## src/hdl/tse_pkg.sv

```systemverilog
// ----------------------------------------------------------------------------
// Elapsed time package
// Field widths, request and result types, internal stage types, the
// reciprocal constants used for division by constants, and the month table.
// ----------------------------------------------------------------------------
package tse_pkg;

  localparam int unsigned YEAR_W   = 14;
  localparam int unsigned MONTH_W  = 4;
  localparam int unsigned DAY_W    = 5;
  localparam int unsigned HOUR_W   = 5;
  localparam int unsigned MINUTE_W = 6;
  localparam int unsigned SECOND_W = 6;
  localparam int unsigned HOURS_W  = 27;

  localparam int unsigned DAYS_W = 23;
  localparam int unsigned TOD_W  = 17;
  localparam int unsigned REM_W  = 12;

  localparam int unsigned MAX_YEAR = 9999;

  localparam int unsigned DAYS_PER_YEAR = 365;
  localparam int unsigned SECS_PER_DAY  = 86400;
  localparam int unsigned SECS_PER_HOUR = 3600;
  localparam int unsigned SECS_PER_MIN  = 60;
  localparam int unsigned HOURS_PER_DAY = 24;

  // Division by 25, 225 and 15 as a multiply by a rounded-up reciprocal.
  localparam int unsigned RECIP_25        = 5243;
  localparam int unsigned RECIP_25_SHIFT  = 17;
  localparam int unsigned RECIP_225       = 4661;
  localparam int unsigned RECIP_225_SHIFT = 20;
  localparam int unsigned RECIP_15        = 1093;
  localparam int unsigned RECIP_15_SHIFT  = 14;

  typedef struct packed {
    logic [YEAR_W-1:0]   first_year;
    logic [MONTH_W-1:0]  first_month;
    logic [DAY_W-1:0]    first_day;
    logic [HOUR_W-1:0]   first_hour;
    logic [MINUTE_W-1:0] first_minute;
    logic [SECOND_W-1:0] first_second;
    logic [YEAR_W-1:0]   second_year;
    logic [MONTH_W-1:0]  second_month;
    logic [DAY_W-1:0]    second_day;
    logic [HOUR_W-1:0]   second_hour;
    logic [MINUTE_W-1:0] second_minute;
    logic [SECOND_W-1:0] second_second;
  } stamps_t;

  typedef struct packed {
    logic [HOURS_W-1:0]  elapsed_hours;
    logic [MINUTE_W-1:0] elapsed_minutes;
    logic [SECOND_W-1:0] elapsed_seconds;
    logic                invalid;
  } elapsed_t;

  typedef struct packed {
    logic              bad;
    logic [DAYS_W-1:0] days_a;
    logic [DAYS_W-1:0] days_b;
    logic [TOD_W-1:0]  tod_a;
    logic [TOD_W-1:0]  tod_b;
  } span_t;

  typedef struct packed {
    logic              bad;
    logic [DAYS_W-1:0] days;
    logic [TOD_W-1:0]  tod;
  } delta_t;

  function automatic logic [8:0] days_before_month(input logic [MONTH_W-1:0] month);
    logic [8:0] d;
    case (month)
      4'd1:    d = 9'd0;
      4'd2:    d = 9'd31;
      4'd3:    d = 9'd59;
      4'd4:    d = 9'd90;
      4'd5:    d = 9'd120;
      4'd6:    d = 9'd151;
      4'd7:    d = 9'd181;
      4'd8:    d = 9'd212;
      4'd9:    d = 9'd243;
      4'd10:   d = 9'd273;
      4'd11:   d = 9'd304;
      4'd12:   d = 9'd334;
      default: d = 9'd0;
    endcase
    return d;
  endfunction

endpackage

```

## src/hdl/tse_days.sv

```systemverilog
// ----------------------------------------------------------------------------
// Day count stages
// Three register stages that turn each timestamp into a day count since
// 0001-01-01 and seconds of the day, and check field ranges (the day only for zero).
// ----------------------------------------------------------------------------
module tse_days #(
  parameter int unsigned MAX_YEAR = tse_pkg::MAX_YEAR
) (
  input  logic            clk,
  input  logic            rst,
  input  logic            req_valid,
  output logic            req_stall,
  input  tse_pkg::stamps_t req,
  output logic            rsp_valid,
  input  logic            rsp_stall,
  output tse_pkg::span_t  rsp
);
  import tse_pkg::*;

  logic [YEAR_W-1:0]   yr [2];
  logic [MONTH_W-1:0]  mo [2];
  logic [DAY_W-1:0]    dy [2];
  logic [HOUR_W-1:0]   hr [2];
  logic [MINUTE_W-1:0] mi [2];
  logic [SECOND_W-1:0] sc [2];
  logic [YEAR_W-1:0]   p [2];
  logic [24:0]         prod100 [2];
  logic [22:0]         prod400 [2];
  logic [26:0]         prod25 [2];
  logic                bad_c [2];
  logic                leap_c [2];
  logic [14:0]         y25x [2];

  logic                v1, v2, v3;
  logic                en1, en2, en3;

  logic                s1_bad [2];
  logic [DAYS_W-1:0]   s1_p365 [2];
  logic [11:0]         s1_q4 [2];
  logic [7:0]          s1_q100 [2];
  logic [5:0]          s1_q400 [2];
  logic [YEAR_W-1:0]   s1_year [2];
  logic [9:0]          s1_y25 [2];
  logic [8:0]          s1_mdays [2];
  logic                s1_late [2];
  logic [DAY_W-1:0]    s1_dm1 [2];
  logic [TOD_W-1:0]    s1_tod [2];

  logic                s2_bad [2];
  logic [DAYS_W-1:0]   s2_base [2];
  logic [9:0]          s2_adj [2];
  logic [TOD_W-1:0]    s2_tod [2];

  logic                s3_bad;
  logic [DAYS_W-1:0]   s3_days [2];
  logic [TOD_W-1:0]    s3_tod [2];

  assign en3       = !v3 || !rsp_stall;
  assign en2       = !v2 || en3;
  assign en1       = !v1 || en2;
  assign req_stall = !en1;
  assign rsp_valid = v3;

  always_comb begin
    yr[0] = req.first_year;
    mo[0] = req.first_month;
    dy[0] = req.first_day;
    hr[0] = req.first_hour;
    mi[0] = req.first_minute;
    sc[0] = req.first_second;
    yr[1] = req.second_year;
    mo[1] = req.second_month;
    dy[1] = req.second_day;
    hr[1] = req.second_hour;
    mi[1] = req.second_minute;
    sc[1] = req.second_second;
    for (int l = 0; l < 2; l++) begin
      p[l]       = yr[l] - YEAR_W'(1);
      prod100[l] = 25'(p[l][YEAR_W-1:2]) * 25'(RECIP_25);
      prod400[l] = 23'(p[l][YEAR_W-1:4]) * 23'(RECIP_25);
      prod25[l]  = 27'(yr[l]) * 27'(RECIP_25);
      bad_c[l]   = (yr[l] == '0) || (17'(yr[l]) > 17'(MAX_YEAR)) ||
                   (mo[l] == '0) || (mo[l] > MONTH_W'(12)) || (dy[l] == '0) ||
                   (hr[l] > HOUR_W'(23)) || (mi[l] > MINUTE_W'(59)) ||
                   (sc[l] > SECOND_W'(59));
      y25x[l]    = 15'(s1_y25[l]) * 15'(25);
      leap_c[l]  = (s1_year[l][1:0] == 2'd0) &&
                   ((15'(s1_year[l]) != y25x[l]) || (s1_year[l][3:0] == 4'd0));
    end
  end

  always_ff @(posedge clk) begin
    if (rst) begin
      v1 <= 1'b0;
      v2 <= 1'b0;
      v3 <= 1'b0;
    end else begin
      if (en1) v1 <= req_valid;
      if (en2) v2 <= v1;
      if (en3) v3 <= v2;
    end
  end

  always_ff @(posedge clk) begin
    for (int l = 0; l < 2; l++) begin
      if (en1) begin
        s1_bad[l]   <= bad_c[l];
        s1_p365[l]  <= DAYS_W'(p[l]) * DAYS_W'(DAYS_PER_YEAR);
        s1_q4[l]    <= p[l][YEAR_W-1:2];
        s1_q100[l]  <= 8'(prod100[l] >> RECIP_25_SHIFT);
        s1_q400[l]  <= 6'(prod400[l] >> RECIP_25_SHIFT);
        s1_year[l]  <= yr[l];
        s1_y25[l]   <= 10'(prod25[l] >> RECIP_25_SHIFT);
        s1_mdays[l] <= days_before_month(mo[l]);
        s1_late[l]  <= mo[l] > MONTH_W'(2);
        s1_dm1[l]   <= dy[l] - DAY_W'(1);
        s1_tod[l]   <= TOD_W'(hr[l]) * TOD_W'(SECS_PER_HOUR) +
                       TOD_W'(mi[l]) * TOD_W'(SECS_PER_MIN) + TOD_W'(sc[l]);
      end
      if (en2) begin
        s2_bad[l]  <= s1_bad[l];
        s2_base[l] <= s1_p365[l] + DAYS_W'(s1_q4[l]) - DAYS_W'(s1_q100[l]) +
                      DAYS_W'(s1_q400[l]);
        s2_adj[l]  <= 10'(s1_mdays[l]) + 10'(s1_late[l] && leap_c[l]) +
                      10'(s1_dm1[l]);
        s2_tod[l]  <= s1_tod[l];
      end
      if (en3) begin
        s3_days[l] <= s2_base[l] + DAYS_W'(s2_adj[l]);
        s3_tod[l]  <= s2_tod[l];
      end
    end
    if (en3) begin
      s3_bad <= s2_bad[0] || s2_bad[1];
    end
  end

  always_comb begin
    rsp.bad    = s3_bad;
    rsp.days_a = s3_days[0];
    rsp.days_b = s3_days[1];
    rsp.tod_a  = s3_tod[0];
    rsp.tod_b  = s3_tod[1];
  end

endmodule

```

## src/hdl/tse_diff.sv

```systemverilog
// ----------------------------------------------------------------------------
// Difference stages
// Three register stages that form the absolute difference of two instants
// as whole days plus seconds of the day, borrowing a day when needed.
// ----------------------------------------------------------------------------
module tse_diff (
  input  logic           clk,
  input  logic           rst,
  input  logic           req_valid,
  output logic           req_stall,
  input  tse_pkg::span_t  req,
  output logic           rsp_valid,
  input  logic           rsp_stall,
  output tse_pkg::delta_t rsp
);
  import tse_pkg::*;

  logic              v1, v2, v3;
  logic              en1, en2, en3;
  logic              neg;

  logic              s1_bad;
  logic [DAYS_W:0]   s1_dd;
  logic [TOD_W:0]    s1_dt;

  logic              s2_bad;
  logic [DAYS_W:0]   s2_d;
  logic [TOD_W:0]    s2_t;

  logic              s3_bad;
  logic [DAYS_W:0]   s3_d;
  logic [TOD_W:0]    s3_t;

  assign en3       = !v3 || !rsp_stall;
  assign en2       = !v2 || en3;
  assign en1       = !v1 || en2;
  assign req_stall = !en1;
  assign rsp_valid = v3;

  assign neg = s1_dd[DAYS_W] || ((s1_dd == '0) && s1_dt[TOD_W]);

  always_ff @(posedge clk) begin
    if (rst) begin
      v1 <= 1'b0;
      v2 <= 1'b0;
      v3 <= 1'b0;
    end else begin
      if (en1) v1 <= req_valid;
      if (en2) v2 <= v1;
      if (en3) v3 <= v2;
    end
  end

  always_ff @(posedge clk) begin
    if (en1) begin
      s1_bad <= req.bad;
      s1_dd  <= {1'b0, req.days_b} - {1'b0, req.days_a};
      s1_dt  <= {1'b0, req.tod_b} - {1'b0, req.tod_a};
    end
    if (en2) begin
      s2_bad <= s1_bad;
      s2_d   <= neg ? ('0 - s1_dd) : s1_dd;
      s2_t   <= neg ? ('0 - s1_dt) : s1_dt;
    end
    if (en3) begin
      s3_bad <= s2_bad;
      if (s2_t[TOD_W]) begin
        s3_d <= s2_d - (DAYS_W+1)'(1);
        s3_t <= s2_t + (TOD_W+1)'(SECS_PER_DAY);
      end else begin
        s3_d <= s2_d;
        s3_t <= s2_t;
      end
    end
  end

  always_comb begin
    rsp.bad  = s3_bad;
    rsp.days = s3_d[DAYS_W-1:0];
    rsp.tod  = s3_t[TOD_W-1:0];
  end

endmodule

```

## src/hdl/tse_hms.sv

```systemverilog
// ----------------------------------------------------------------------------
// Hours, minutes and seconds stages
// Four register stages that split a difference of days and seconds into
// whole hours, minutes and seconds; the last stage is the result register.
// ----------------------------------------------------------------------------
module tse_hms (
  input  logic             clk,
  input  logic             rst,
  input  logic             req_valid,
  output logic             req_stall,
  input  tse_pkg::delta_t   req,
  output logic             rsp_valid,
  input  logic             rsp_stall,
  output tse_pkg::elapsed_t rsp
);
  import tse_pkg::*;

  logic                v1, v2, v3, v4;
  logic                en1, en2, en3, en4;
  logic [25:0]         prod_h;
  logic [20:0]         prod_m;

  logic                s1_bad;
  logic [HOURS_W-1:0]  s1_hd;
  logic [5:0]          s1_th;
  logic [TOD_W-1:0]    s1_t;

  logic                s2_bad;
  logic [HOURS_W-1:0]  s2_hours;
  logic [REM_W-1:0]    s2_rem;

  logic                s3_bad;
  logic [HOURS_W-1:0]  s3_hours;
  logic [REM_W-1:0]    s3_rem;
  logic [MINUTE_W-1:0] s3_min;

  elapsed_t            s4;

  assign en4       = !v4 || !rsp_stall;
  assign en3       = !v3 || en4;
  assign en2       = !v2 || en3;
  assign en1       = !v1 || en2;
  assign req_stall = !en1;
  assign rsp_valid = v4;
  assign rsp       = s4;

  assign prod_h = 26'(req.tod[TOD_W-1:4]) * 26'(RECIP_225);
  assign prod_m = 21'(s2_rem[REM_W-1:2]) * 21'(RECIP_15);

  always_ff @(posedge clk) begin
    if (rst) begin
      v1 <= 1'b0;
      v2 <= 1'b0;
      v3 <= 1'b0;
      v4 <= 1'b0;
    end else begin
      if (en1) v1 <= req_valid;
      if (en2) v2 <= v1;
      if (en3) v3 <= v2;
      if (en4) v4 <= v3;
    end
  end

  always_ff @(posedge clk) begin
    if (en1) begin
      s1_bad <= req.bad;
      s1_hd  <= HOURS_W'(req.days) * HOURS_W'(HOURS_PER_DAY);
      s1_th  <= 6'(prod_h >> RECIP_225_SHIFT);
      s1_t   <= req.tod;
    end
    if (en2) begin
      s2_bad   <= s1_bad;
      s2_hours <= s1_hd + HOURS_W'(s1_th);
      s2_rem   <= REM_W'(s1_t - TOD_W'(s1_th) * TOD_W'(SECS_PER_HOUR));
    end
    if (en3) begin
      s3_bad   <= s2_bad;
      s3_hours <= s2_hours;
      s3_rem   <= s2_rem;
      s3_min   <= MINUTE_W'(prod_m >> RECIP_15_SHIFT);
    end
    if (en4) begin
      if (s3_bad) begin
        s4.elapsed_hours   <= '0;
        s4.elapsed_minutes <= '0;
        s4.elapsed_seconds <= '0;
        s4.invalid         <= 1'b1;
      end else begin
        s4.elapsed_hours   <= s3_hours;
        s4.elapsed_minutes <= s3_min;
        s4.elapsed_seconds <= SECOND_W'(s3_rem - REM_W'(s3_min) * REM_W'(SECS_PER_MIN));
        s4.invalid         <= 1'b0;
      end
    end
  end

endmodule

```

## src/hdl/timestamp_elapsed_hms.sv

```systemverilog
// ----------------------------------------------------------------------------
// Elapsed time between two timestamps
// Each request carries two Gregorian timestamps; each result gives the
// absolute time between them as whole hours, minutes and seconds.
//
// A request is taken on the stamps channel at a rising edge where
// stamps_valid is high and stamps_stall is low; a result leaves on the
// elapsed channel under the same rule with elapsed_valid and elapsed_stall.
// Every request gives exactly one result, in order. A request with any
// field out of range (the day is checked only for zero) gives invalid set
// and zero in the other fields. The pipeline is ten register stages deep,
// and one request is taken in every cycle while no stall holds it. Each
// stage carries its own valid bit and holds while the stage after it is
// full and held, so a stalled receiver freezes only the full stages and
// empty stages upstream keep filling. Reset empties the pipeline; no
// results are pending afterwards.
// ----------------------------------------------------------------------------
module timestamp_elapsed_hms #(
  parameter int unsigned MAX_YEAR = tse_pkg::MAX_YEAR
) (
  input  logic              clk,
  input  logic              rst,
  input  logic              stamps_valid,
  output logic              stamps_stall,
  input  tse_pkg::stamps_t  stamps,
  output logic              elapsed_valid,
  input  logic              elapsed_stall,
  output tse_pkg::elapsed_t elapsed
);
  import tse_pkg::*;

  logic   span_valid, span_stall;
  span_t  span;
  logic   delta_valid, delta_stall;
  delta_t delta;

  tse_days #(
    .MAX_YEAR (MAX_YEAR)
  ) u_days (
    .clk       (clk),
    .rst       (rst),
    .req_valid (stamps_valid),
    .req_stall (stamps_stall),
    .req       (stamps),
    .rsp_valid (span_valid),
    .rsp_stall (span_stall),
    .rsp       (span)
  );

  tse_diff u_diff (
    .clk       (clk),
    .rst       (rst),
    .req_valid (span_valid),
    .req_stall (span_stall),
    .req       (span),
    .rsp_valid (delta_valid),
    .rsp_stall (delta_stall),
    .rsp       (delta)
  );

  tse_hms u_hms (
    .clk       (clk),
    .rst       (rst),
    .req_valid (delta_valid),
    .req_stall (delta_stall),
    .req       (delta),
    .rsp_valid (elapsed_valid),
    .rsp_stall (elapsed_stall),
    .rsp       (elapsed)
  );

endmodule
```

## config.mk

```make
export PLATFORM = sky130hd
export DESIGN_NAME = timestamp_elapsed_hms
export DESIGN_NICKNAME = d
export VERILOG_FILES = /design/src/hdl/tse_pkg.sv /design/src/hdl/tse_days.sv /design/src/hdl/tse_diff.sv /design/src/hdl/tse_hms.sv /design/src/hdl/timestamp_elapsed_hms.sv
export SDC_FILE = /design/constraint.sdc
export NUM_CORES = 2
export LEC_CHECK = 0
export BUFFER_PORTS_ARGS = -buffer_cell sky130_fd_sc_hd__buf_2
export CORE_ASPECT_RATIO = 1.75
export CORE_MARGIN = 2
export CORE_UTILIZATION = 50
export DETAILED_ROUTE_END_ITERATION = 10
export PLACE_DENSITY_LB_ADDON = 0.05
export SLEW_MARGIN = 0
export SYNTH_ARGS = -nofsm -noshare
export SYNTH_HDL_FRONTEND = slang
export SYNTH_SLANG_ARGS = --single-unit
```

## constraint.sdc

```tcl
create_clock -name clk -period 13.38 [get_ports clk]
set_input_delay 1.338 -clock clk [delete_from_list [all_inputs] [get_ports clk]]
set_output_delay 1.338 -clock clk [all_outputs]
set_load 0.05 [all_outputs]
```

==> run metrics <==
setup tns final=0 ns; CTS root buf=clkbuf_16; GP Congestion=0.879; Final Net Count=6914; final setup violation count=0; core area=0.117 mm^2; slowest CP cell=o21ai_0; Slew @ Worst Pin=1.07 ns; grt total ovfl=0; worst min path class=flip-flop to flip-flop; Initial Utilization=50.4%; Synth Area per Inst=11.5 um^2; slew margin rel.=28.0%; layout cells sized above 1=5.61%; Final Cycle Share=62.3%; Vias=36100; Die W=264 um; pin count of the biggest net entering global routing=73; Worst-Skew Late Latency=0.67 ns; yosys warns=0; cell mode on critical path=ha_1; Max Slew Vio Count=0; crit path launch type=input pin; total setup buffers inserted after CTS=0; Crit Path Class=input pin to flip-flop; CP max stage delay=0.60 ns; die area=0.121 mm^2; setup slack after layout=5.05 ns; H-tree levels=3; post-cts resize count=0; Buffers on Ports=125; Ports=126; first-pass GRT wire length=198000 um; CP arrival=8.72 ns; crit path max fanout=9; post-DP HPWL=101000 um; FP Rows=166; Syn Nets=6711; RSZ-0062 raised after global routing=no; Max-Cap Viols=0; GRT Util Overall=21.0%; number of DRC markers in iteration 0=1240; Setup crit end kind=flip-flop; Seq cells post-synth=694; worst hold slack=0.415 ns; final hold vios=0; Yosys cell types=85; Num CTS Buffers=70; Synth Instances=5141; Post-Place Setup Slack=4.33 ns; Post-Route WL=121000 um; Layout area overhead=8.44%; drt pass-1 iters=5; CTS sink cnt=694; Seq/Total Area, Yosys=35.2%; asr flop ratio synth=0%; initial antenna violation count=4; min Tclk post-route=8.33 ns; DIE HEIGHT=458 um; EDFF count, synth=684; f_max=0.120 GHz; CTS tree=built; vias in the first global route=39200; DR vias/cell=5.22; WP data required=13.77 ns; Synth Flop Type=edfxtp_1; Post-route DRC=0; Post-Syn Area=0.0590 mm^2; status=completed; routed len/inst=17.5 um; hold_buf cts=0; Detail Route Antenna Nets=0; clock-pin slew on the worst setup and hold paths=0.06 ns; Worst Skew=0.0290 ns; clock tree buffer depth=3
## registers in the layout, indices dropped and copies added, names as in the netlist, 28 cells and up
register and count:
u_days.s3_days 46, u_days.s2_tod 34, u_days.s1_year 28, u_days.s1_tod 34, u_days.s2_base 46, u_days.s3_tod 34
u_days.s1_p365 46, u_hms.rsp 40
## metrics by stage
step           area [um^2]  utilization, %  instances
6_report             64000            54.7       6913
3_5_place_dp         61600            52.7       6784
5_1_grt              64000            54.7       6913
3_3_place_gp         61600            52.7       6784
2_1_floorplan        59000               -       5141
4_1_cts              64000            54.7       6912
## final cells by class
| type | count | area, um^2 |
|---|---|---|
| clock inverters | 50 | 518 |
| repair buffers | 152 | 828 |
| multi-input cells | 3391 | 34300 |
| diodes | 1 | 2.50 |
| flip-flops and latches | 694 | 20700 |
| inverters | 1035 | 3890 |
| well taps | 1512 | 1890 |
| clock buffers | 78 | 1800 |
| fillers | 10300 | 53000 |
## critical path: cells and delay by family
| family | cells | cell delay (ns) |
|---|---|---|
| AOI/OAI and AO/OA | 7 | 2.06 |
| buffers and inverters | 5 | 0.69 |
| xor gates and xnor gates | 3 | 0.79 |
| adders and majority gates | 8 | 3.03 |
| and+or+nand+nor | 7 | 0.81 |
## cells in the mapped netlist, drive strengths merged (6+ instances only)
master / n / area, um^2
a2111oi: 6 / 53.8
a211oi: 16 / 125
a21boi: 13 / 97.6
a21o: 101 / 758
a21oi: 215 / 1080
a311oi: 7 / 61.3
a31o: 7 / 70.1
a31oi: 30 / 194
a41oi: 6 / 52.6
and2: 15 / 93.8
and3: 25 / 156
and4: 8 / 70.1
clkbuf: 16 / 60.1
dfxtp: 10 / 200
edfxtp: 684 / 20500
fa: 437 / 8750
ha: 1049 / 13100
inv: 1035 / 3880
mux2i: 9 / 90.1
nand2: 150 / 576
nand2b: 33 / 214
nand3: 85 / 425
nand4: 29 / 181
nor2: 190 / 716
nor2b: 80 / 500
nor3: 58 / 302
nor4: 13 / 96.3
o2111ai: 6 / 52.6
o211ai: 20 / 150
o21a: 40 / 300
o21ai: 129 / 646
o21bai: 37 / 278
o22ai: 6 / 37.5
o31ai: 14 / 110
o41ai: 7 / 68.8
or3: 16 / 100
or4: 6 / 48.8
xnor2: 333 / 2930
xor2: 131 / 1150
## cells in the final DEF (no fill, tap or decap), types with 13 or more instances in the layout
cell / count
edfxtp_1: 684
nand2_1: 142
nand4_1: 29
o21ai_0: 126
or3_1: 16
nor2_1: 189
buf_2: 125
o21a_1: 40
and3_1: 25
a211oi_1: 15
nand3_1: 83
o21bai_1: 37
inv_1: 1034
clkinv_1: 13
o31ai_1: 13
xnor2_1: 329
a31oi_1: 29
a21o_1: 101
nor2b_1: 80
nor3_1: 57
buf_4: 27
fa_1: 437
nand2b_1: 32
o211ai_1: 20
a21oi_1: 215
ha_1: 1049
clkbuf_16: 71
and2_1: 15
xor2_1: 131
## metal layers
metal,part of all wire (%),track usage (%),routed length (um)
met4,4.2,9.02,5140
met3,2.2,1.85,2670
met5,0.030,0,36
met2,59,44.2,71800
met1,34,20.0,41600
## kinds of logic after synthesis
logic type | after synthesis | synth area share (%)
adder cells (fa/ha/maj) | 1486 | 37.1
buffers and inverters | 1056 | 6.77
AND/OR/NAND/NOR | 727 | 6.15
AO/OA/AOI/OAI | 699 | 7.62
flip-flops | 694 | 35.2
XOR/XNOR | 464 | 6.91
multiplexers | 15 | 0.305
## final timing paths
path	start	depth (start not counted)	slack (ns)	end
max reg2reg	u_days.s1_y25[0][12]$_DFFE_PN_	20	8.04	u_days.s2_adj[0][18]$_DFFE_PP_
min reg2reg	u_hms.s2_hours[4]$_DFFE_PP_	0	0.41	u_hms.s3_hours[4]$_DFFE_PP_
min	u_hms.s2_hours[4]$_DFFE_PP_	0	0.41	u_hms.s3_hours[4]$_DFFE_PP_
max	stamps[28]	30	5.05	u_days.s1_q400[0][9]$_DFFE_PN_
Power is left out: the tool's default activity adds up to more than one toggle a clock period on the data nets, which glitch-free logic cannot reach.
